**config.mk**
```make
export PLATFORM = sky130hd
export DESIGN_NAME = length_framed_packet_deframer
export DESIGN_NICKNAME = d
export VERILOG_FILES = /design/src/rtl/core/lfpd_pkg.sv /design/src/rtl/core/length_framed_packet_deframer.sv /design/src/rtl/core/lfpd_parser.sv
export SDC_FILE = /design/constraint.sdc
export NUM_CORES = 1
export LEC_CHECK = 0
export ABC_AREA = 1
export BUFFER_PORTS_ARGS = -buffer_cell sky130_fd_sc_hd__buf_2
export CORE_UTILIZATION = 45
export DETAILED_ROUTE_END_ITERATION = 7
export PLACE_DENSITY = 0.8
export SLEW_MARGIN = 20
export SYNTH_ARGS = -nofsm -noshare
export SYNTH_HDL_FRONTEND = slang
export SYNTH_HIERARCHICAL = 1
export SYNTH_SLANG_ARGS = --single-unit
```
**constraint.sdc**
```tcl
create_clock -name clk -period 5.3 [get_ports clk]
set_input_delay 0.53 -clock clk [delete_from_list [all_inputs] [get_ports clk]]
set_output_delay 0.53 -clock clk [all_outputs]
set_load 0.01 [all_outputs]
```
**src/rtl/core/lfpd_pkg.sv**
```systemverilog
package lfpd_pkg;

  localparam logic [7:0] SOP_BYTE  = 8'hFE;
  localparam logic [7:0] EOP_BYTE  = 8'h0A;
  localparam int         HDR_BYTES = 8;
  localparam int         HDR_IDX_W = $clog2(HDR_BYTES);

  // parse phase
  typedef enum logic [2:0] {
    PH_HUNT    = 3'd0,
    PH_LEN_LO  = 3'd1,
    PH_LEN_HI  = 3'd2,
    PH_HDR     = 3'd3,
    PH_PAYLOAD = 3'd4,
    PH_END     = 3'd5
  } phase_t;

  // result kind
  typedef enum logic [1:0] {
    KIND_DATA   = 2'd0,
    KIND_DONE   = 2'd1,
    KIND_REJECT = 2'd2
  } kind_t;

  typedef struct packed {
    kind_t        kind;
    logic [7:0]   data_byte;
    logic [7:0]   msg_type;
    logic [7:0]   sub_type;
    logic [7:0]   device_id;
    logic [7:0]   endpoint_id;
    logic [31:0]  reserved_word;
    logic [15:0]  payload_length;
  } result_t;

endpackage

```
**src/rtl/core/length_framed_packet_deframer.sv**
```systemverilog
// path: a byte beat is held in the input register, parsed, and its result beat (if any)
// is loaded into the result register; throughput: one byte beat per cycle while out_tready
// holds, set by the single-pass parser between the input register and the result register
// reset: rst_n synchronous active low; clears the parse phase, counters and valids,
// the block then hunts for a start byte; header bytes are not cleared
module length_framed_packet_deframer (
  input  logic         clk,
  input  logic         rst_n,
  // byte stream in
  input  logic         in_tvalid,
  output logic         in_tready,
  input  logic [7:0]   in_tdata,   // [7:0] rx_byte
  // result stream out
  output logic         out_tvalid,
  input  logic         out_tready,
  output logic [87:0]  out_tdata,  // [7:0] data_byte, [15:8] msg_type, [23:16] sub_type,
                                   // [31:24] device_id, [39:32] endpoint_id,
                                   // [71:40] reserved_word, [87:72] payload_length
  output logic [1:0]   out_tuser   // [1:0] kind
);

  // input register
  logic                in_vld_r;
  logic [7:0]          in_byte_r;

  // result register
  logic                out_vld_r;
  lfpd_pkg::result_t   out_res_r;

  // parser result for the byte in the input register
  logic                res_vld;
  lfpd_pkg::result_t   res;

  logic                out_free;
  logic                proc_fire;

  // result register can load when empty or being drained this cycle
  assign out_free  = !out_vld_r || out_tready;
  // the held byte is parsed as soon as its result (if any) has a place to go
  assign proc_fire = in_vld_r && out_free;
  assign in_tready = !in_vld_r || out_free;

  always_ff @(posedge clk) begin
    if (!rst_n) begin
      in_vld_r <= 1'b0;
    end else if (in_tvalid && in_tready) begin
      in_vld_r <= 1'b1;
    end else if (proc_fire) begin
      in_vld_r <= 1'b0;
    end
  end

  always_ff @(posedge clk) begin
    if (in_tvalid && in_tready) begin
      in_byte_r <= in_tdata;
    end
  end

  lfpd_parser u_parser (
    .clk     (clk),
    .rst_n   (rst_n),
    .byte_vld(proc_fire),
    .rx_byte (in_byte_r),
    .res_vld (res_vld),
    .res     (res)
  );

  // bytes outside a frame and header bytes give no beat
  always_ff @(posedge clk) begin
    if (!rst_n) begin
      out_vld_r <= 1'b0;
    end else if (out_free) begin
      out_vld_r <= proc_fire && res_vld;
    end
  end

  always_ff @(posedge clk) begin
    if (proc_fire && res_vld) begin
      out_res_r <= res;
    end
  end

  assign out_tvalid = out_vld_r;
  assign out_tuser  = out_res_r.kind;
  assign out_tdata  = {out_res_r.payload_length, out_res_r.reserved_word,
                       out_res_r.endpoint_id, out_res_r.device_id,
                       out_res_r.sub_type, out_res_r.msg_type,
                       out_res_r.data_byte};

endmodule

```
**src/rtl/core/lfpd_parser.sv**
```systemverilog
module lfpd_parser (
  input  logic                 clk,
  input  logic                 rst_n,
  input  logic                 byte_vld,
  input  logic [7:0]           rx_byte,
  output logic                 res_vld,
  output lfpd_pkg::result_t    res
);

  lfpd_pkg::phase_t                    phase_r, phase_nxt;
  logic [15:0]                         frame_length_r, frame_length_nxt;
  logic [15:0]                         bytes_left_r, bytes_left_nxt;
  logic [lfpd_pkg::HDR_IDX_W-1:0]      header_count_r, header_count_nxt;
  logic [7:0]                          header_store_r [lfpd_pkg::HDR_BYTES];
  logic                                hdr_wr;

  always_ff @(posedge clk) begin
    if (!rst_n) begin
      phase_r        <= lfpd_pkg::PH_HUNT;
      frame_length_r <= '0;
      bytes_left_r   <= '0;
      header_count_r <= '0;
    end else if (byte_vld) begin
      phase_r        <= phase_nxt;
      frame_length_r <= frame_length_nxt;
      bytes_left_r   <= bytes_left_nxt;
      header_count_r <= header_count_nxt;
    end
  end

  // header bytes, only read after the whole header was written
  always_ff @(posedge clk) begin
    if (hdr_wr) begin
      header_store_r[header_count_r] <= rx_byte;
    end
  end

  always_comb begin
    phase_nxt        = phase_r;
    frame_length_nxt = frame_length_r;
    bytes_left_nxt   = bytes_left_r;
    header_count_nxt = header_count_r;
    hdr_wr           = 1'b0;
    res_vld          = 1'b0;
    res.kind           = lfpd_pkg::KIND_DATA;
    res.data_byte      = 8'h00;
    res.msg_type       = header_store_r[0];
    res.sub_type       = header_store_r[1];
    res.device_id      = header_store_r[2];
    res.endpoint_id    = header_store_r[3];
    res.reserved_word  = {header_store_r[7], header_store_r[6],
                          header_store_r[5], header_store_r[4]};
    res.payload_length = frame_length_r;
    case (phase_r)
      lfpd_pkg::PH_HUNT: begin
        if (rx_byte == lfpd_pkg::SOP_BYTE) begin
          phase_nxt = lfpd_pkg::PH_LEN_LO;
        end
      end
      lfpd_pkg::PH_LEN_LO: begin
        frame_length_nxt = {8'h00, rx_byte};
        phase_nxt        = lfpd_pkg::PH_LEN_HI;
      end
      lfpd_pkg::PH_LEN_HI: begin
        frame_length_nxt = {rx_byte, frame_length_r[7:0]};
        header_count_nxt = '0;
        phase_nxt        = lfpd_pkg::PH_HDR;
      end
      lfpd_pkg::PH_HDR: begin
        hdr_wr           = byte_vld;
        header_count_nxt = header_count_r + 1'b1;
        if (header_count_r == lfpd_pkg::HDR_IDX_W'(lfpd_pkg::HDR_BYTES - 1)) begin
          if (frame_length_r != 16'h0000) begin
            bytes_left_nxt = frame_length_r;
            phase_nxt      = lfpd_pkg::PH_PAYLOAD;
          end else begin
            phase_nxt = lfpd_pkg::PH_END;
          end
        end
      end
      lfpd_pkg::PH_PAYLOAD: begin
        res_vld        = 1'b1;
        res.data_byte  = rx_byte;
        bytes_left_nxt = bytes_left_r - 16'd1;
        if (bytes_left_r == 16'd1) begin
          phase_nxt = lfpd_pkg::PH_END;
        end
      end
      lfpd_pkg::PH_END: begin
        res_vld   = 1'b1;
        res.kind  = (rx_byte == lfpd_pkg::EOP_BYTE) ? lfpd_pkg::KIND_DONE
                                                    : lfpd_pkg::KIND_REJECT;
        phase_nxt = lfpd_pkg::PH_HUNT;
      end
      default: begin
        phase_nxt = lfpd_pkg::PH_HUNT;
      end
    endcase
  end

endmodule

```
Word-level counts from Yosys, hierarchy flattened
Memories as Yosys holds them, arrays and structs flattened. A register that Yosys moved wholly into a read port is not among the register bits.
Index checks and enable logic that the tools add are counted.
Storage, ports and cells
  register bits: 74
  RAM bits: 64
  input port bits: 12
  memories: 1
Memories
  u_parser.header_store_r: words 8, width 8, read ports 8, clocked after memory_dff 8, wr ports 1, RTL line lfpd_parser.sv:14  | logic [7:0] header_store_r [lfpd_pkg::HDR_BYTES];
Operators by class
  $add $sub $neg: 2
  equality and inequality tests: 13
  mux-type cells: 17
  bitwise gates (word level): 1
  reduce and logical (&&, ||, !) cells: 19
Operator list (count)
  $pmux 16 s2: 2
  $mux 16: 2
  $eq 16x1->1 const B: 1
  $reduce_bool 16->1: 1
  $sub 16x1->16 const B: 1
  $pmux 3 s5: 1
  $eq 3x3->1 const B: 3
  $mux 3: 3
  $eq 8x4->1 const B: 1
  $eq 8x8->1 const B: 1
  $ne 2x1->1 const B: 4
  $reduce_and 4->1: 2
  $reduce_bool 2->1: 4
  $mux 1: 7
  $eq 3x2->1 const B: 2
  $pmux 3 s2: 1
  $reduce_and 2->1: 2
  $add 3x1->3 const B: 1
  $eq 3x1->1 const B: 1
  $logic_and 1x1->1: 3
  $logic_not 3->1: 1
  $reduce_and 3->1: 1
  $logic_not 1->1: 2
  $logic_or 1x1->1: 2
  3 further kinds: 3

Logic depth before layout (Yosys ltp)
  depth after elaboration: 6
  mapped depth: 11

Hierarchy
The synthesis kept the hierarchy.
By module, submodules not included
  lfpd_parser: times used 1, cells an instance 451, area each 4301.6 µm², sequential area each 2682.6 µm²
  length_framed_packet_deframer: times used 1, cells an instance 115, area each 3050.4 µm², sequential area each 2982.9 µm²

Worst setup path after synthesis
Ideal clock, no wire load.
  path type: input -> register
  from: input out_tready
  to: register out_res_r, in the netlist out_tdata[0], enable pin
  setup time: 0.540 ns
  data arrival time: 4.458 ns
  required time: 4.760 ns
  path slack: 0.303 ns
  stages: 4
  cell sequence: inv_1 > nand2_1 > nand2_1 > nor2_1
On the way
  cells in the longest elaborated chain, start to end: 3
Ends and longest elaborated chain
  from (decl): RTL line length_framed_packet_deframer.sv:15  | input logic out_tready,
  $logic_or 1x1->1: RTL line length_framed_packet_deframer.sv:38  | assign out_free = !out_vld_r || out_tready;
  $logic_and 1x1->1: RTL line length_framed_packet_deframer.sv:40  | assign proc_fire = in_vld_r && out_free;
  $logic_and 1x1->1: RTL line length_framed_packet_deframer.sv:78  | if (proc_fire && res_vld) begin
  to (signal assigned): RTL line length_framed_packet_deframer.sv:79  | out_res_r <= res;
  to (decl): RTL line length_framed_packet_deframer.sv:28  | lfpd_pkg::result_t out_res_r;
Every way passes these cells.
A chain may end at the register's enable or synchronous reset.

Worst setup path in the final report
  from: register out_vld_r (netlist: out_tvalid)
  to: memory u_parser.header_store_r[7][4], enable pin
On the way
  cells in the longest elaborated chain, start to end: 6
Ends and longest elaborated chain
  from (decl): RTL line length_framed_packet_deframer.sv:27  | logic out_vld_r;
  from (signal assigned): RTL line length_framed_packet_deframer.sv:73  | out_vld_r <= proc_fire && res_vld;
  $logic_not 1->1: RTL line length_framed_packet_deframer.sv:38
  $logic_or 1x1->1: RTL line length_framed_packet_deframer.sv:38
  $logic_and 1x1->1: RTL line length_framed_packet_deframer.sv:40
  net proc_fire: RTL line length_framed_packet_deframer.sv:35  | logic proc_fire;
  $mux 1: RTL line lfpd_parser.sv:54  | case (phase_r)
  $mux 1: RTL line lfpd_parser.sv:33  | if (hdr_wr) begin
  $mux 1 (implied by the code): RTL line lfpd_parser.sv:34  | header_store_r[header_count_r] <= rx_byte;
  to (decl): RTL line lfpd_parser.sv:14
The timed path passes the listed nets, and every way through them passes these cells.

==> flow_summary.yaml <==
placed_design:
  gp_congestion: 0.9008
  place_hpwl_um: 8946
  port_buffers: 103
  place_area_um2: 8080
routing:
  vias: 4541
  drt_iter0_drc: 467
  vias_per_cell: 4.990
  postRouteAntennaNets: 0
  drc: 0
  drt_wl_total_um: 13720
  avgRoutedWirePerCell_um: 15.08
  drt_first_pass_iters: 5
global_routing:
  grt_pass1_wl_um: 21120
  antenna_found_initial: 0
  grt_max_degree: 91
  gr-total-overflow: 0
  grt_pass1_vias: 4135
  grt_usage_pct: 16.19
floorplanning:
  initial_core_util_pct: 46.12
  row_count: 46
  dieArea_um2: 16850
  die_w_um: 129.8
  die_h_um: 129.8
  io_pins: 104
  core_um2: 15940
final_layout:
  fin_nets: 698
  fillers: 1293
  syn2layout_area_growth_pct: 18.64
  fin_area_um2: 8722
  antenna_cells: 0
  postLayoutCoreUtil_pct: 54.71
  final_layout_size_suffix_gt1_share_pct: 23.92
critical_path:
  criticalPathCategory: "reg -> reg"
  r2r.worst_path.cells: 7
  critPathLaunchType: "register"
  critPathSlowestCell: "nor3_1"
  cp-end-kind: "register"
  worstPathMaxFanout: 8
  rr_endpoint: "u_parser/header_store_r[7][4]"
  slowest_delay_ps: 840
  cp-startpoint: "out_tvalid"
  cp_cell_sequence: "nand2_1 -> nand2_1 -> inv_1 -> inv_1 -> nor2_1 -> nand2_1 -> nor3_1"
  arrival_ps: 2540
  r2r_slack_ps: 2850
  required_ps: 5390
  endpoint: "u_parser/header_store_r[7][4]"
  r2r_start: "out_tvalid"
  path_common_cell: "nand2_1"
sta:
  slew_violations: 0
  min_period_ps: 2447
  tightestPinTransition_ps: 1046
  fin_setup_tns_ps: 0
  fmax_ghz: 0.4087
  setup_viol: 0
  hold_violations: 0
  rsz0062_at_grt: "false"
  skew_ps: 13.73
  relSlewSlack_pct: 29.73
  holdWs_ps: 234.8
  post-route-period-util_pct: 46.16
logic_synthesis:
  synth_cell_types: 30
  synth.cell_area_um2: 7352
  avgSynthCellArea_um2: 12.99
  syn-num-nets: 582
  ys_seq_area_share_pct: 77.06
  syn-instance-count: 566
  ys_warn_count: 6
  ys_ff_latch: 202
run_status:
  status: "complete, no violations"
clock_network:
  hold_buffers: 0
  htreeDepth: 1
  cts_tree: "yes"
  cts_setup_buffers: 0
  clk_path_buf_depth: 3
  cts.clk_slew.worst_paths_ps: 60
  clockRootBuffer: "clkbuf_16"
  clock_sinks: 202
  insertion_delay_ps: 470
  cts_resized: 0
  cts_inserted_buffers: 19
power:
  peakVddDrop_mv: 0.2120
  power_density_nw_per_um2: 348.7
  p_leak_nw: 3.184
flow_run:
  drv_cap: 0
hold_path:
  min_path_type: "in -> reg"
==> state kept, by name, summed over array words and instances, names as in the netlist <==
register / cells
in_byte_r: 8
in_vld_r: 1
out_tdata: 88
out_tuser: 2
out_tvalid: 1
u_parser/bytes_left_r: 16
u_parser/frame_length_r: 16
u_parser/header_count_r: 3
u_parser/header_store_r: 64
u_parser/phase_r: 3
==> synthesized netlist by cell type, drive strengths merged <==
| cell | instances | share of area (%) |
|---|---|---|
| a21boi | 1 | 0.10 |
| a211oi | 1 | 0.10 |
| clkbuf | 4 | 0.20 |
| ha | 4 | 0.68 |
| o21ai | 17 | 1.2 |
| clkinv | 1 | 0.051 |
| nand2 | 123 | 6.7 |
| dfxtp | 40 | 11 |
| buf | 6 | 0.78 |
| xor2 | 1 | 0.12 |
| nand4 | 5 | 0.43 |
| inv | 47 | 2.4 |
| nor2 | 78 | 4.4 |
| a21oi | 34 | 2.7 |
| edfxtp | 162 | 66 |
| nand3 | 32 | 2.4 |
| nor4 | 1 | 0.085 |
| o21bai | 1 | 0.10 |
| o22ai | 1 | 0.085 |
| nor3 | 7 | 0.48 |
==> power by group <==
part           switching [mW]  total, mW  internal (mW)
Sequential             0.0152       1.72           1.70
Combinational          0.0139     0.0194        0.00549
Clock                   0.543       1.30          0.761
Total                   0.573       3.04           2.47
==> worst max-delay path: cells and delay by family (launching register included) <==
kind	cells	cell delay (ps)
buffers and inverters	2	280
DFF	1	330
and+or+nand+nor	5	1460
==> cells in the final DEF (no fill, tap or decap), types with 7 or more instances in the layout <==
master	instances
a21oi_1	27
inv_1	44
clkbuf_16	19
nand2_2	10
a21oi_2	7
nand2_1	112
dfxtp_1	40
nand3_1	29
edfxtp_1	162
o21ai_0	16
nor2_1	71
buf_2	103
==> cell type report <==
class | count | area, um^2 | area share [%]
tap | 216 | 270.3 | 3.099
clock inverter | 13 | 132.6 | 1.521
timing repair buffer | 105 | 543.0 | 6.226
multi-input combinational | 306 | 1451 | 16.64
inverter | 48 | 180.2 | 2.066
sequential | 202 | 5665 | 64.95
clock buffer | 20 | 479.2 | 5.494
==> worst min path at each step <==
stage               depth (start not counted)                     startpoint       endpoint
floorplan                                   0  u_parser/header_store_r[0][2]  out_tdata[10]
global placement                            0  u_parser/header_store_r[2][6]  out_tdata[30]
detailed placement                          0  u_parser/header_store_r[4][5]  out_tdata[45]
CTS                                         1                    in_tdata[3]   in_byte_r[3]
global route                                1                    in_tdata[2]   in_byte_r[2]
finish                                      1                    in_tdata[7]   in_byte_r[7]
==> cells by family after synthesis <==
| group | Yosys count | synth area share [%] |
|---|---|---|
| AOI/OAI and AO/OA | 55 | 4.221 |
| xor gates and xnor gates | 1 | 0.1192 |
| adders and majority gates | 4 | 0.6808 |
| buffers and inverters | 58 | 3.438 |
| DFF | 202 | 77.06 |
| and+or+nand+nor | 246 | 14.48 |
==> routing by layer <==
layer,global-route usage [%],vias up,share of wire (%)
met5,0,-,0
met4,6.430,0,3.1
met3,2.460,31,7.3
met2,28.28,234,48
met1,20.25,2100,42
li1,-,2176,-
==> per-stage QoR <==
step	setup slack (ps)	power, mW	instances
final	2853	3.042	910
after global routing	2627	3.120	910
after CTS	2726	3.071	909
after detailed placement	2419	1.771	876
after global placement	2566	1.771	876
after floorplan	302.8	1.754	566
Note: power is estimated with default switching activity, not from simulation.
